[config.mk]
export PLATFORM = sky130hd
export DESIGN_NAME = vfd_serial_command_sender
export DESIGN_NICKNAME = d
export VERILOG_FILES = /design/src/rtl/vfdcs_pkg.sv /design/src/rtl/vfdcs_front.sv /design/src/rtl/vfdcs_cmd_fifo.sv /design/src/rtl/vfdcs_back.sv /design/src/rtl/vfd_serial_command_sender.sv
export SDC_FILE = /design/constraint.sdc
export NUM_CORES = 1
export LEC_CHECK = 0
export BUFFER_PORTS_ARGS = -buffer_cell sky130_fd_sc_hd__buf_2
export CORE_AREA = 4 4 141 143
export CTS_BUF_LIST = sky130_fd_sc_hd__clkbuf_2
export CTS_CLUSTER_DIAMETER = 120
export CTS_CLUSTER_SIZE = 16
export DETAILED_ROUTE_END_ITERATION = 8
export DIE_AREA = 0 0 145 147
export HOLD_SLACK_MARGIN = 0.02
export MAX_ROUTING_LAYER = met4
export PLACE_DENSITY = 0.82
export SYNTH_ARGS = -nofsm -noshare
export SYNTH_HDL_FRONTEND = slang
export SYNTH_HIERARCHICAL = 1
export SYNTH_SLANG_ARGS = --single-unit
[constraint.sdc]
create_clock -name clk -period 11.6 [get_ports clk]
set_input_delay 2.32 -clock clk [delete_from_list [all_inputs] [get_ports clk]]
set_output_delay 2.32 -clock clk [all_outputs]
set_load 0.01 [all_outputs]
[src/rtl/vfdcs_pkg.sv]
// types and constants shared by the serial command sender modules
package vfdcs_pkg;

  // request operation codes
  localparam logic [3:0] OP_BLINK     = 4'd0;
  localparam logic [3:0] OP_ONOFF     = 4'd1;
  localparam logic [3:0] OP_SHIFT     = 4'd2;
  localparam logic [3:0] OP_GRIDLOAD  = 4'd3;
  localparam logic [3:0] OP_SETADDR   = 4'd4;
  localparam logic [3:0] OP_INTENSITY = 4'd5;
  localparam logic [3:0] OP_DCRAM     = 4'd6;
  localparam logic [3:0] OP_ADRAM     = 4'd7;
  localparam logic [3:0] OP_CGRAM     = 4'd8;

  // command opcodes placed in the packed word
  localparam logic [2:0] CMD_BLINK     = 3'h5;
  localparam logic [2:0] CMD_ONOFF     = 3'h1;
  localparam logic [2:0] CMD_SHIFT     = 3'h2;
  localparam logic [2:0] CMD_GRIDLOAD  = 3'h3;
  localparam logic [2:0] CMD_SETADDR   = 3'h4;
  localparam logic [2:0] CMD_INTENSITY = 3'h5;
  localparam logic [2:0] CMD_DCRAM     = 3'h6;
  localparam logic [2:0] CMD_ADRAM     = 3'h7;
  localparam logic [3:0] CMD_CGRAM     = 4'h8;

  // configuration register indexes
  localparam logic [1:0] REG_CHIP_ADDRESS    = 2'd0;
  localparam logic [1:0] REG_BIT_HALF_PERIOD = 2'd1;
  localparam logic [1:0] REG_COMPLETION_WAIT = 2'd2;

  localparam int WORD_W      = 56;
  localparam int ADDR_BITS   = 8;
  localparam int SHORT_BITS  = 24;
  localparam int LONG_BITS   = 56;
  localparam int FIFO_DEPTH  = 2;
  localparam int FIFO_PTR_W  = $clog2(FIFO_DEPTH);
  localparam int FIFO_CNT_W  = $clog2(FIFO_DEPTH + 1);

  typedef struct packed {
    logic [WORD_W-1:0] word;
    logic              long_cmd;
  } cmd_t;

  typedef struct packed {
    logic [7:0]  chip_address;
    logic [7:0]  bit_half_period;
    logic [15:0] completion_wait;
  } cfg_t;

  typedef enum logic [1:0] {
    PH_IDLE = 2'd0,
    PH_ADDR = 2'd1,
    PH_DATA = 2'd2,
    PH_WAIT = 2'd3
  } phase_t;

endpackage

[src/rtl/vfdcs_front.sv]
// request decode and command word packing
module vfdcs_front import vfdcs_pkg::*; (
  input  logic        push,
  input  logic        fifo_full,
  input  logic [3:0]  operation,
  input  logic [1:0]  target_memory,
  input  logic        flag_bit,
  input  logic [2:0]  blink_period,
  input  logic [15:0] digit_mask,
  input  logic [3:0]  grid_count,
  input  logic [5:0]  char_address,
  input  logic [3:0]  dot_address,
  input  logic [7:0]  pattern_address,
  input  logic [7:0]  byte_value,
  input  logic [34:0] pattern_dots,
  output logic        fifo_push,
  output cmd_t        cmd
);

  logic known;

  always_comb begin
    known         = 1'b1;
    cmd.word      = '0;
    cmd.long_cmd  = 1'b0;
    case (operation)
      OP_BLINK: begin
        cmd.word[23:21] = CMD_BLINK;
        cmd.word[20:19] = target_memory;
        cmd.word[18:16] = blink_period;
        cmd.word[15:0]  = digit_mask;
      end
      OP_ONOFF: begin
        cmd.word[22:20] = CMD_ONOFF;
        cmd.word[18:17] = target_memory;
        cmd.word[16]    = flag_bit;
        cmd.word[15:0]  = digit_mask;
      end
      OP_SHIFT: begin
        cmd.word[22:20] = CMD_SHIFT;
        cmd.word[18:17] = target_memory;
        cmd.word[16]    = flag_bit;
      end
      OP_GRIDLOAD: begin
        cmd.word[22:20] = CMD_GRIDLOAD;
        cmd.word[19:16] = grid_count;
      end
      OP_SETADDR: begin
        cmd.word[22:20] = CMD_SETADDR;
        cmd.word[19:16] = dot_address;
        cmd.word[13:8]  = char_address;
      end
      OP_INTENSITY: begin
        cmd.word[22:20] = CMD_INTENSITY;
        cmd.word[15:8]  = byte_value;
      end
      OP_DCRAM: begin
        cmd.word[22:20] = CMD_DCRAM;
        cmd.word[13:8]  = char_address;
        cmd.word[7:0]   = byte_value;
      end
      OP_ADRAM: begin
        cmd.word[22:20] = CMD_ADRAM;
        cmd.word[19:16] = dot_address;
        cmd.word[15:8]  = byte_value;
      end
      OP_CGRAM: begin
        cmd.word[55:52] = CMD_CGRAM;
        cmd.word[47:40] = pattern_address;
        cmd.word[34:0]  = pattern_dots;
        cmd.long_cmd    = 1'b1;
      end
      default: begin
        known = 1'b0;
      end
    endcase
  end

  // unknown codes are taken and dropped
  assign fifo_push = push && !fifo_full && known;

endmodule

[src/rtl/vfdcs_cmd_fifo.sv]
// short command queue between decode and the serial engine
module vfdcs_cmd_fifo import vfdcs_pkg::*; (
  input  logic clk,
  input  logic rst,
  input  logic push,
  input  cmd_t push_cmd,
  input  logic pop,
  output cmd_t head,
  output logic full,
  output logic empty
);

  cmd_t                  entries [FIFO_DEPTH];
  logic [FIFO_PTR_W-1:0] wr_ptr;
  logic [FIFO_PTR_W-1:0] rd_ptr;
  logic [FIFO_CNT_W-1:0] count;
  logic                  do_push;
  logic                  do_pop;

  assign full    = (count == FIFO_CNT_W'(FIFO_DEPTH));
  assign empty   = (count == '0);
  assign do_push = push && !full;
  assign do_pop  = pop && !empty;
  assign head    = entries[rd_ptr];

  always_ff @(posedge clk) begin
    if (do_push) begin
      entries[wr_ptr] <= push_cmd;
    end
  end

  always_ff @(posedge clk) begin
    if (rst) begin
      wr_ptr <= '0;
      rd_ptr <= '0;
      count  <= '0;
    end else begin
      if (do_push) begin
        wr_ptr <= (wr_ptr == FIFO_PTR_W'(FIFO_DEPTH - 1)) ? '0 : wr_ptr + 1'b1;
      end
      if (do_pop) begin
        rd_ptr <= (rd_ptr == FIFO_PTR_W'(FIFO_DEPTH - 1)) ? '0 : rd_ptr + 1'b1;
      end
      if (do_push && !do_pop) begin
        count <= count + 1'b1;
      end else if (do_pop && !do_push) begin
        count <= count - 1'b1;
      end
    end
  end

`ifndef ASSERT_OFF
  a_count_range: assert property (@(posedge clk) disable iff (rst)
    count <= FIFO_CNT_W'(FIFO_DEPTH))
    else $error("queue count out of range");
  a_count_track: assert property (@(posedge clk) disable iff (rst)
    (do_push && !do_pop) |=> (count == $past(count) + 1'b1))
    else $error("queue count missed a write");
  a_ptr_gap: assert property (@(posedge clk) disable iff (rst)
    (count == '0 || count == FIFO_CNT_W'(FIFO_DEPTH)) |-> (wr_ptr == rd_ptr))
    else $error("queue pointers disagree with count");
`endif

endmodule

[src/rtl/vfdcs_back.sv]
// serial engine: bit timing, address and data phases, completion wait
module vfdcs_back import vfdcs_pkg::*; (
  input  logic clk,
  input  logic rst,
  input  cfg_t cfg,
  input  logic fifo_empty,
  input  cmd_t head,
  output logic fifo_pop,
  input  logic pop,
  output logic empty,
  output logic enable_level,
  output logic serial_bit,
  output logic last_bit
);

  phase_t            state, state_next;
  logic [WORD_W-1:0] shift_word, shift_word_next;
  logic [7:0]        addr_shift, addr_shift_next;
  logic              long_cmd, long_cmd_next;
  logic [6:0]        bits_left, bits_left_next;
  logic [15:0]       wait_counter, wait_counter_next;
  logic [7:0]        timer, timer_next;
  logic              second_half, second_half_next;
  logic              out_valid, out_valid_next;
  logic              out_en, out_en_next;
  logic              out_bit, out_bit_next;
  logic              out_last, out_last_next;
  logic              tick;
  logic              slot_free;
  logic              sending;
  logic              emit;

  assign tick      = ({1'b0, timer} + 9'd1) >= {1'b0, cfg.bit_half_period};
  assign slot_free = !out_valid || pop;
  assign sending   = (state == PH_ADDR) || (state == PH_DATA);
  assign emit      = sending && second_half && tick && slot_free;

  always_comb begin
    state_next        = state;
    shift_word_next   = shift_word;
    addr_shift_next   = addr_shift;
    long_cmd_next     = long_cmd;
    bits_left_next    = bits_left;
    wait_counter_next = wait_counter;
    timer_next        = timer;
    second_half_next  = second_half;
    out_valid_next    = out_valid;
    out_en_next       = out_en;
    out_bit_next      = out_bit;
    out_last_next     = out_last;
    fifo_pop          = 1'b0;

    if (out_valid && pop) begin
      out_valid_next = 1'b0;
    end

    // half period timer, held at the end of a bit until the slot frees
    if (!sending) begin
      timer_next       = '0;
      second_half_next = 1'b0;
    end else if (tick) begin
      if (!second_half) begin
        second_half_next = 1'b1;
        timer_next       = '0;
      end else if (slot_free) begin
        second_half_next = 1'b0;
        timer_next       = '0;
      end
    end else begin
      timer_next = timer + 1'b1;
    end

    case (state)
      PH_IDLE: begin
        if (!fifo_empty) begin
          fifo_pop        = 1'b1;
          shift_word_next = head.word;
          long_cmd_next   = head.long_cmd;
          addr_shift_next = cfg.chip_address;
          bits_left_next  = 7'(ADDR_BITS);
          state_next      = PH_ADDR;
        end
      end
      PH_ADDR: begin
        if (emit) begin
          out_valid_next  = 1'b1;
          out_en_next     = 1'b0;
          out_bit_next    = addr_shift[0];
          out_last_next   = 1'b0;
          addr_shift_next = addr_shift >> 1;
          if (bits_left == 7'd1) begin
            bits_left_next = long_cmd ? 7'(LONG_BITS) : 7'(SHORT_BITS);
            state_next     = PH_DATA;
          end else begin
            bits_left_next = bits_left - 1'b1;
          end
        end
      end
      PH_DATA: begin
        if (emit) begin
          out_valid_next  = 1'b1;
          out_en_next     = 1'b1;
          out_bit_next    = shift_word[0];
          out_last_next   = (bits_left == 7'd1);
          shift_word_next = shift_word >> 1;
          bits_left_next  = bits_left - 1'b1;
          if (bits_left == 7'd1) begin
            wait_counter_next = cfg.completion_wait;
            state_next = (cfg.completion_wait != '0) ? PH_WAIT : PH_IDLE;
          end
        end
      end
      PH_WAIT: begin
        if (wait_counter <= 16'd1) begin
          wait_counter_next = '0;
          state_next        = PH_IDLE;
        end else begin
          wait_counter_next = wait_counter - 1'b1;
        end
      end
      default: begin
        state_next = PH_IDLE;
      end
    endcase
  end

  always_ff @(posedge clk) begin
    shift_word <= shift_word_next;
    addr_shift <= addr_shift_next;
    long_cmd   <= long_cmd_next;
    out_en     <= out_en_next;
    out_bit    <= out_bit_next;
    out_last   <= out_last_next;
  end

  always_ff @(posedge clk) begin
    if (rst) begin
      state        <= PH_IDLE;
      bits_left    <= '0;
      wait_counter <= '0;
      timer        <= '0;
      second_half  <= 1'b0;
      out_valid    <= 1'b0;
    end else begin
      state        <= state_next;
      bits_left    <= bits_left_next;
      wait_counter <= wait_counter_next;
      timer        <= timer_next;
      second_half  <= second_half_next;
      out_valid    <= out_valid_next;
    end
  end

  assign empty        = !out_valid;
  assign enable_level = out_en;
  assign serial_bit   = out_bit;
  assign last_bit     = out_last;

`ifndef ASSERT_OFF
  a_last_in_data: assert property (@(posedge clk) disable iff (rst)
    (out_valid && out_last) |-> out_en)
    else $error("last bit outside the data phase");
  a_addr_count: assert property (@(posedge clk) disable iff (rst)
    (state == PH_ADDR) |-> (bits_left != '0 && bits_left <= 7'(ADDR_BITS)))
    else $error("address bit count out of range");
  a_data_count: assert property (@(posedge clk) disable iff (rst)
    (state == PH_DATA) |-> (bits_left != '0 && bits_left <= 7'(LONG_BITS)))
    else $error("data bit count out of range");
  a_end_of_cmd: assert property (@(posedge clk) disable iff (rst)
    (emit && state == PH_DATA && bits_left == 7'd1)
      |=> (out_valid && out_last && (state == PH_WAIT || state == PH_IDLE)))
    else $error("command did not close after its last bit");
`endif

endmodule

[src/rtl/vfd_serial_command_sender.sv]
// top level of the display controller serial command sender
// Each accepted request becomes one serial transfer: the 8-bit chip_address is sent
// with enable low, then the packed command word with enable high, least significant
// bit first; every bit is delivered as one result (32 per command, 64 for a pattern
// RAM write) and last_bit marks the final command bit. Unknown operation codes
// (9 to 15) are accepted and dropped without any result. The bit timer of the
// serial engine sends each bit as two half periods set by bit_half_period, and
// after the last bit its completion wait counter keeps the engine busy for a wait
// set by completion_wait before it picks up the next command. A two-deep command
// queue sits in front of the engine, so up to two further requests are taken while
// one is on the wire, and a one-entry result register lets the engine run ahead by
// one bit of a slow consumer; a stalled result simply holds the bit timer.
// Configuration registers (index 0 chip_address, 1 bit_half_period,
// 2 completion_wait) are always ready and are meant to be written while idle.
module vfd_serial_command_sender import vfdcs_pkg::*; (
  input  logic        clk,
  input  logic        rst,
  // request side
  input  logic        push,
  output logic        full,
  input  logic [3:0]  operation,
  input  logic [1:0]  target_memory,
  input  logic        flag_bit,
  input  logic [2:0]  blink_period,
  input  logic [15:0] digit_mask,
  input  logic [3:0]  grid_count,
  input  logic [5:0]  char_address,
  input  logic [3:0]  dot_address,
  input  logic [7:0]  pattern_address,
  input  logic [7:0]  byte_value,
  input  logic [34:0] pattern_dots,
  // result side
  output logic        empty,
  input  logic        pop,
  output logic        enable_level,
  output logic        serial_bit,
  output logic        last_bit,
  // configuration write port
  input  logic        cfg_valid,
  output logic        cfg_ready,
  input  logic [1:0]  cfg_index,
  input  logic [15:0] cfg_data
);

  cfg_t cfg;
  cmd_t front_cmd;
  cmd_t head;
  logic fifo_push;
  logic fifo_pop;
  logic fifo_full;
  logic fifo_empty;

  // configuration registers, writes beyond the list are ignored
  assign cfg_ready = 1'b1;

  always_ff @(posedge clk) begin
    if (rst) begin
      cfg.chip_address    <= 8'd0;
      cfg.bit_half_period <= 8'd25;
      cfg.completion_wait <= 16'd1250;
    end else if (cfg_valid && cfg_ready) begin
      case (cfg_index)
        REG_CHIP_ADDRESS:    cfg.chip_address    <= cfg_data[7:0];
        REG_BIT_HALF_PERIOD: cfg.bit_half_period <= cfg_data[7:0];
        REG_COMPLETION_WAIT: cfg.completion_wait <= cfg_data;
        default: begin
        end
      endcase
    end
  end

  // requests are refused only while the command queue is full
  assign full = fifo_full;

  vfdcs_front u_front (
    .push            (push),
    .fifo_full       (fifo_full),
    .operation       (operation),
    .target_memory   (target_memory),
    .flag_bit        (flag_bit),
    .blink_period    (blink_period),
    .digit_mask      (digit_mask),
    .grid_count      (grid_count),
    .char_address    (char_address),
    .dot_address     (dot_address),
    .pattern_address (pattern_address),
    .byte_value      (byte_value),
    .pattern_dots    (pattern_dots),
    .fifo_push       (fifo_push),
    .cmd             (front_cmd)
  );

  vfdcs_cmd_fifo u_fifo (
    .clk      (clk),
    .rst      (rst),
    .push     (fifo_push),
    .push_cmd (front_cmd),
    .pop      (fifo_pop),
    .head     (head),
    .full     (fifo_full),
    .empty    (fifo_empty)
  );

  vfdcs_back u_back (
    .clk          (clk),
    .rst          (rst),
    .cfg          (cfg),
    .fifo_empty   (fifo_empty),
    .head         (head),
    .fifo_pop     (fifo_pop),
    .pop          (pop),
    .empty        (empty),
    .enable_level (enable_level),
    .serial_bit   (serial_bit),
    .last_bit     (last_bit)
  );

`ifndef ASSERT_OFF
  a_no_push_when_full: assert property (@(posedge clk) disable iff (rst)
    fifo_full |-> !fifo_push)
    else $error("command written into a full queue");
  a_pop_needs_entry: assert property (@(posedge clk) disable iff (rst)
    fifo_pop |-> !fifo_empty)
    else $error("engine took a command from an empty queue");
  a_known_ops_queued: assert property (@(posedge clk) disable iff (rst)
    (push && !full && operation <= OP_CGRAM) |-> fifo_push)
    else $error("valid request not queued");
`endif

endmodule
==> flow_metrics.tcl <==
set metrics [dict create \
    via_count 7649 \
    fin_ws_ns 7.434 \
    clockBufferDepth 3 \
    detail_route.wl_per_cell_um 17.61 \
    seq_power_share_pct 58.1 \
    die_w_um 145 \
    cts_resized 0 \
    grt_max_degree 91 \
    ir_worst_vdd_mv 0.1636 \
    cp_slowest_cell "buf_4" \
    seq_area_frac_synth_pct 57.56 \
    die_area_um2 21320 \
    crit_fanout 31 \
    start_util_pct 64.58 \
    status "complete, no violations" \
    cts_tree "yes" \
    synth_top_cell_area_share_pct 45.55 \
    synth_edf_count 182 \
    synth_compound_gate_area_share_pct 8.738 \
    grt_pass1_vias 7624 \
    hpwlAfterDp_um 15300 \
    synthArstFlopShare_pct 0 \
    ys_ff_latch 254 \
    endpoint "u_fifo/entries[0][40]$_DFFE_PP_" \
    synth_top_family_by_area "multiplexers" \
    ff_latch_area_um2 6908 \
    drt_first_iter_violations 527 \
    cts_buffers 19 \
    rows 50 \
    synth_flop_cell "edfxtp_1" \
    met1_length_um 10390 \
    fin_tns_setup_ns 0 \
    clk_pin_slew_ns 0.26 \
    relSlewSlack_pct 9.664 \
    p_per_area_nw_per_um2 177.6 \
    cp.required_ns 12.06 \
    muxShareOfSynthArea_pct 14.66 \
    worstHoldPathCells 2 \
    swShare_pct 30.57 \
    setup_viol 0 \
    p_comb_share_pct 27.6 \
    multi_input_area_um2 4647 \
    vias_per_cell 5.916 \
    crit_type "in -> reg" \
    hp-class "reg -> reg" \
    final_nets 1179 \
    wl_um 22770 \
    synth.avg_cell_area_um2 12.60 \
    numClockSinks 254 \
    grt_use_total_pct 21.64 \
    synthXorXnorAreaFrac_pct 1.241 \
    syn_area_um2 12000 \
    die-height_um 147 \
    core_um2 18580 \
    yosys.area_share.simple_pct 11.50 \
    leakagePower_nw 4.780 \
    place_congestion 0.9108 \
    cp-start-kind "primary input" \
    area_growth_pct 6.600 \
    synth_common_cells "182 x edfxtp_1, 120 x mux2_2, 72 x dfxtp_1" \
    maxCapViolations 0 \
    fmax_ghz 0.2401 \
    wl_met2_um 10660 \
    clkPwrFrac_pct 14.3 \
    synth_most_common_cell "edfxtp_1" \
    route.met3.wl_um 1164 \
    detail_route.first_pass.iterations 9 \
    p_int_mw 1.577 \
    dp_slack_ns 6.577 \
    r2r-end "u_back/shift_word[42]$_DFFE_PP_" \
    final_hold_viol_count 0 \
    htree_levels 1 \
    rsz0062_at_grt "no" \
    synth_area_leaders "edfxtp_1 46%, dfxtp_1 12%, mux2_2 11%" \
    report.final.slew_viol_count 0 \
    synthCells 952 \
    synth_adder_area_share_pct 1.981 \
    min_from "cfg[23]$_SDFFE_PP0P_" \
    final_util_pct 68.84 \
    worst_slew_pin_slew_ns 1.350 \
    clkLatencyLatePin_ns 0.80 \
    worst_ep_arrival_time_ns 4.63 \
    final_antenna_net_count 0 \
    cts_root_buf "clkbuf_2" \
    dr.max_layer_used "met4" \
    ios 120 \
    r2r_slack_ns 7.45 \
    fin_worst_skew_ns 0.04340 \
    yosysTopAreaCell "edfxtp_1" \
    crit_chain "buf_2 > or3_1 > a21oi_1 > inv_1 > or3_1 > inv_2 > buf_4" \
    overflow 0 \
    fillers 1319 \
    drive_above_1_share_pct 28.92 \
    grt_pass1_wl_um 37300 \
    rr_startpoint "u_back/timer[0]$_SDFFE_PP0P_" \
    startpoint "operation[0]" \
    finalNonFillerCells 1293 \
    post-route-min-period_ns 4.166 \
    cpMostUsedCell "or3_1" \
    hold_buffers 0 \
    ff2ff_path_depth 12 \
    post_cts_buffers 0 \
    end_kind "flip-flop" \
    ys_types 78 \
    min_period_over_period_pct 35.91 \
    worst_hold_slack_ns 0.4952 \
    dpl.cell_count 1259 \
    place.port_buffers 118 \
    netSwitchingPower_uw 694.6 \
    ys_warn_count 6 \
    cpPeakStageDelay_ns 0.51 \
    drcViolationCount 0 \
    antenna_found_initial 1 \
]
## per-stage QoR
step	cell area (um^2)	total power, mW
after floorplan	12040	1.807
after global placement	12630	1.941
after detailed placement	12630	1.967
after CTS	12790	2.290
after global routing	12790	2.401
final	12790	2.272
## flip-flops by register name, indices dropped and copies added, names as in the netlist, named ones only
signal               cells
u_fifo/rd_ptr            1
u_fifo/count             2
u_back/last_bit          1
cfg                     32
u_back/shift_word       56
u_back/out_valid         1
u_back/second_half       1
u_back/long_cmd          1
u_back/enable_level      1
u_back/timer             8
u_back/bits_left         7
u_back/addr_shift        8
u_back/state             2
u_back/wait_counter     16
u_fifo/entries         114
u_fifo/wr_ptr            1
u_back/serial_bit        1
## worst max-delay path, delay by kind of cell
family	cells	cell delay, ns
AND/OR/NAND/NOR	2	0.84
buffers and inverters	4	1.27
AO/OA/AOI/OAI	1	0.17
## placed cells by master, fill, tap and decap left out, drive strengths merged, types with 3 or more instances in the layout
| cell type | Yosys | routed |
|---|---|---|
| ha | 19 | 19 |
| a21oi | 38 | 38 |
| and2 | 21 | 21 |
| clkbuf | 27 | 31 |
| o21ai | 31 | 31 |
| clkinv | 2 | 3 |
| or3 | 5 | 5 |
| xor2 | 11 | 11 |
| a31oi | 9 | 9 |
| a22o | 3 | 3 |
| nand3 | 18 | 18 |
| nor4b | 3 | 3 |
| buf | 36 | 125 |
| edfxtp | 182 | 182 |
| xnor2 | 6 | 6 |
| nor3 | 10 | 10 |
| nand3b | 7 | 7 |
| o32ai | 5 | 5 |
| or2 | 5 | 5 |
| and3 | 5 | 5 |
| a221o | 4 | 4 |
| nor4 | 6 | 6 |
| o21a | 3 | 3 |
| nor2b | 10 | 10 |
| a21o | 3 | 3 |
| mux2i | 37 | 37 |
| nand2 | 36 | 36 |
| dfxtp | 72 | 72 |
| and3b | 3 | 3 |
| nand2b | 46 | 46 |
| conb | 2 | 13 |
| inv | 34 | 35 |
| a211oi | 7 | 7 |
| a222oi | 8 | 8 |
| nor2 | 63 | 63 |
| a22oi | 16 | 16 |
| mux2 | 123 | 123 |
## per-layer routing
layer | vias to the layer above | track usage, %
li1 | 3678 | -
met1 | 3680 | 29.46
met2 | 246 | 34.62
met3 | 45 | 2.591
met4 | 0 | 6.793
met5 | - | -
## power groups by stage
stage	combinational, mW	clock [mW]	sequential [mW]
floorplan	0.485	0	1.32
global placement	0.607	0	1.33
detailed placement	0.627	0	1.34
CTS	0.630	0.339	1.32
global route	0.690	0.373	1.34
finish	0.628	0.324	1.32
## area by class of cell
cell class | instances | share of cell area (%)
clock buffers | 31 | 1.213
clock inverters | 2 | 0.05869
multi-input cells | 610 | 36.33
repair buffers | 125 | 5.028
inverters | 36 | 1.056
well taps | 234 | 2.289
diodes | 1 | 0.01956
flip-flops and latches | 254 | 54.01
## kinds of logic (layout without fill, tap and decap cells)
family,Yosys count,after routing
xor gates and xnor gates,17,17
other,2,14
buffers and inverters,99,194
AOI/OAI and AO/OA,152,152
adders and majority gates,19,19
and+or+nand+nor,249,249
DFF,254,254
muxes,160,160
## worst min-delay path by stage
stage	endpoint	slack, ns
final	cfg[23]$_SDFFE_PP0P_	0.50
after global routing	cfg[27]$_SDFFE_PP0P_	0.52
after CTS	cfg[23]$_SDFFE_PP0P_	0.50
after detailed placement	cfg[23]$_SDFFE_PP0P_	0.47
after global placement	cfg[23]$_SDFFE_PP0P_	0.46
after floorplan	cfg[31]$_SDFFE_PP0P_	0.44
Power figures use the tool's default switching activity.
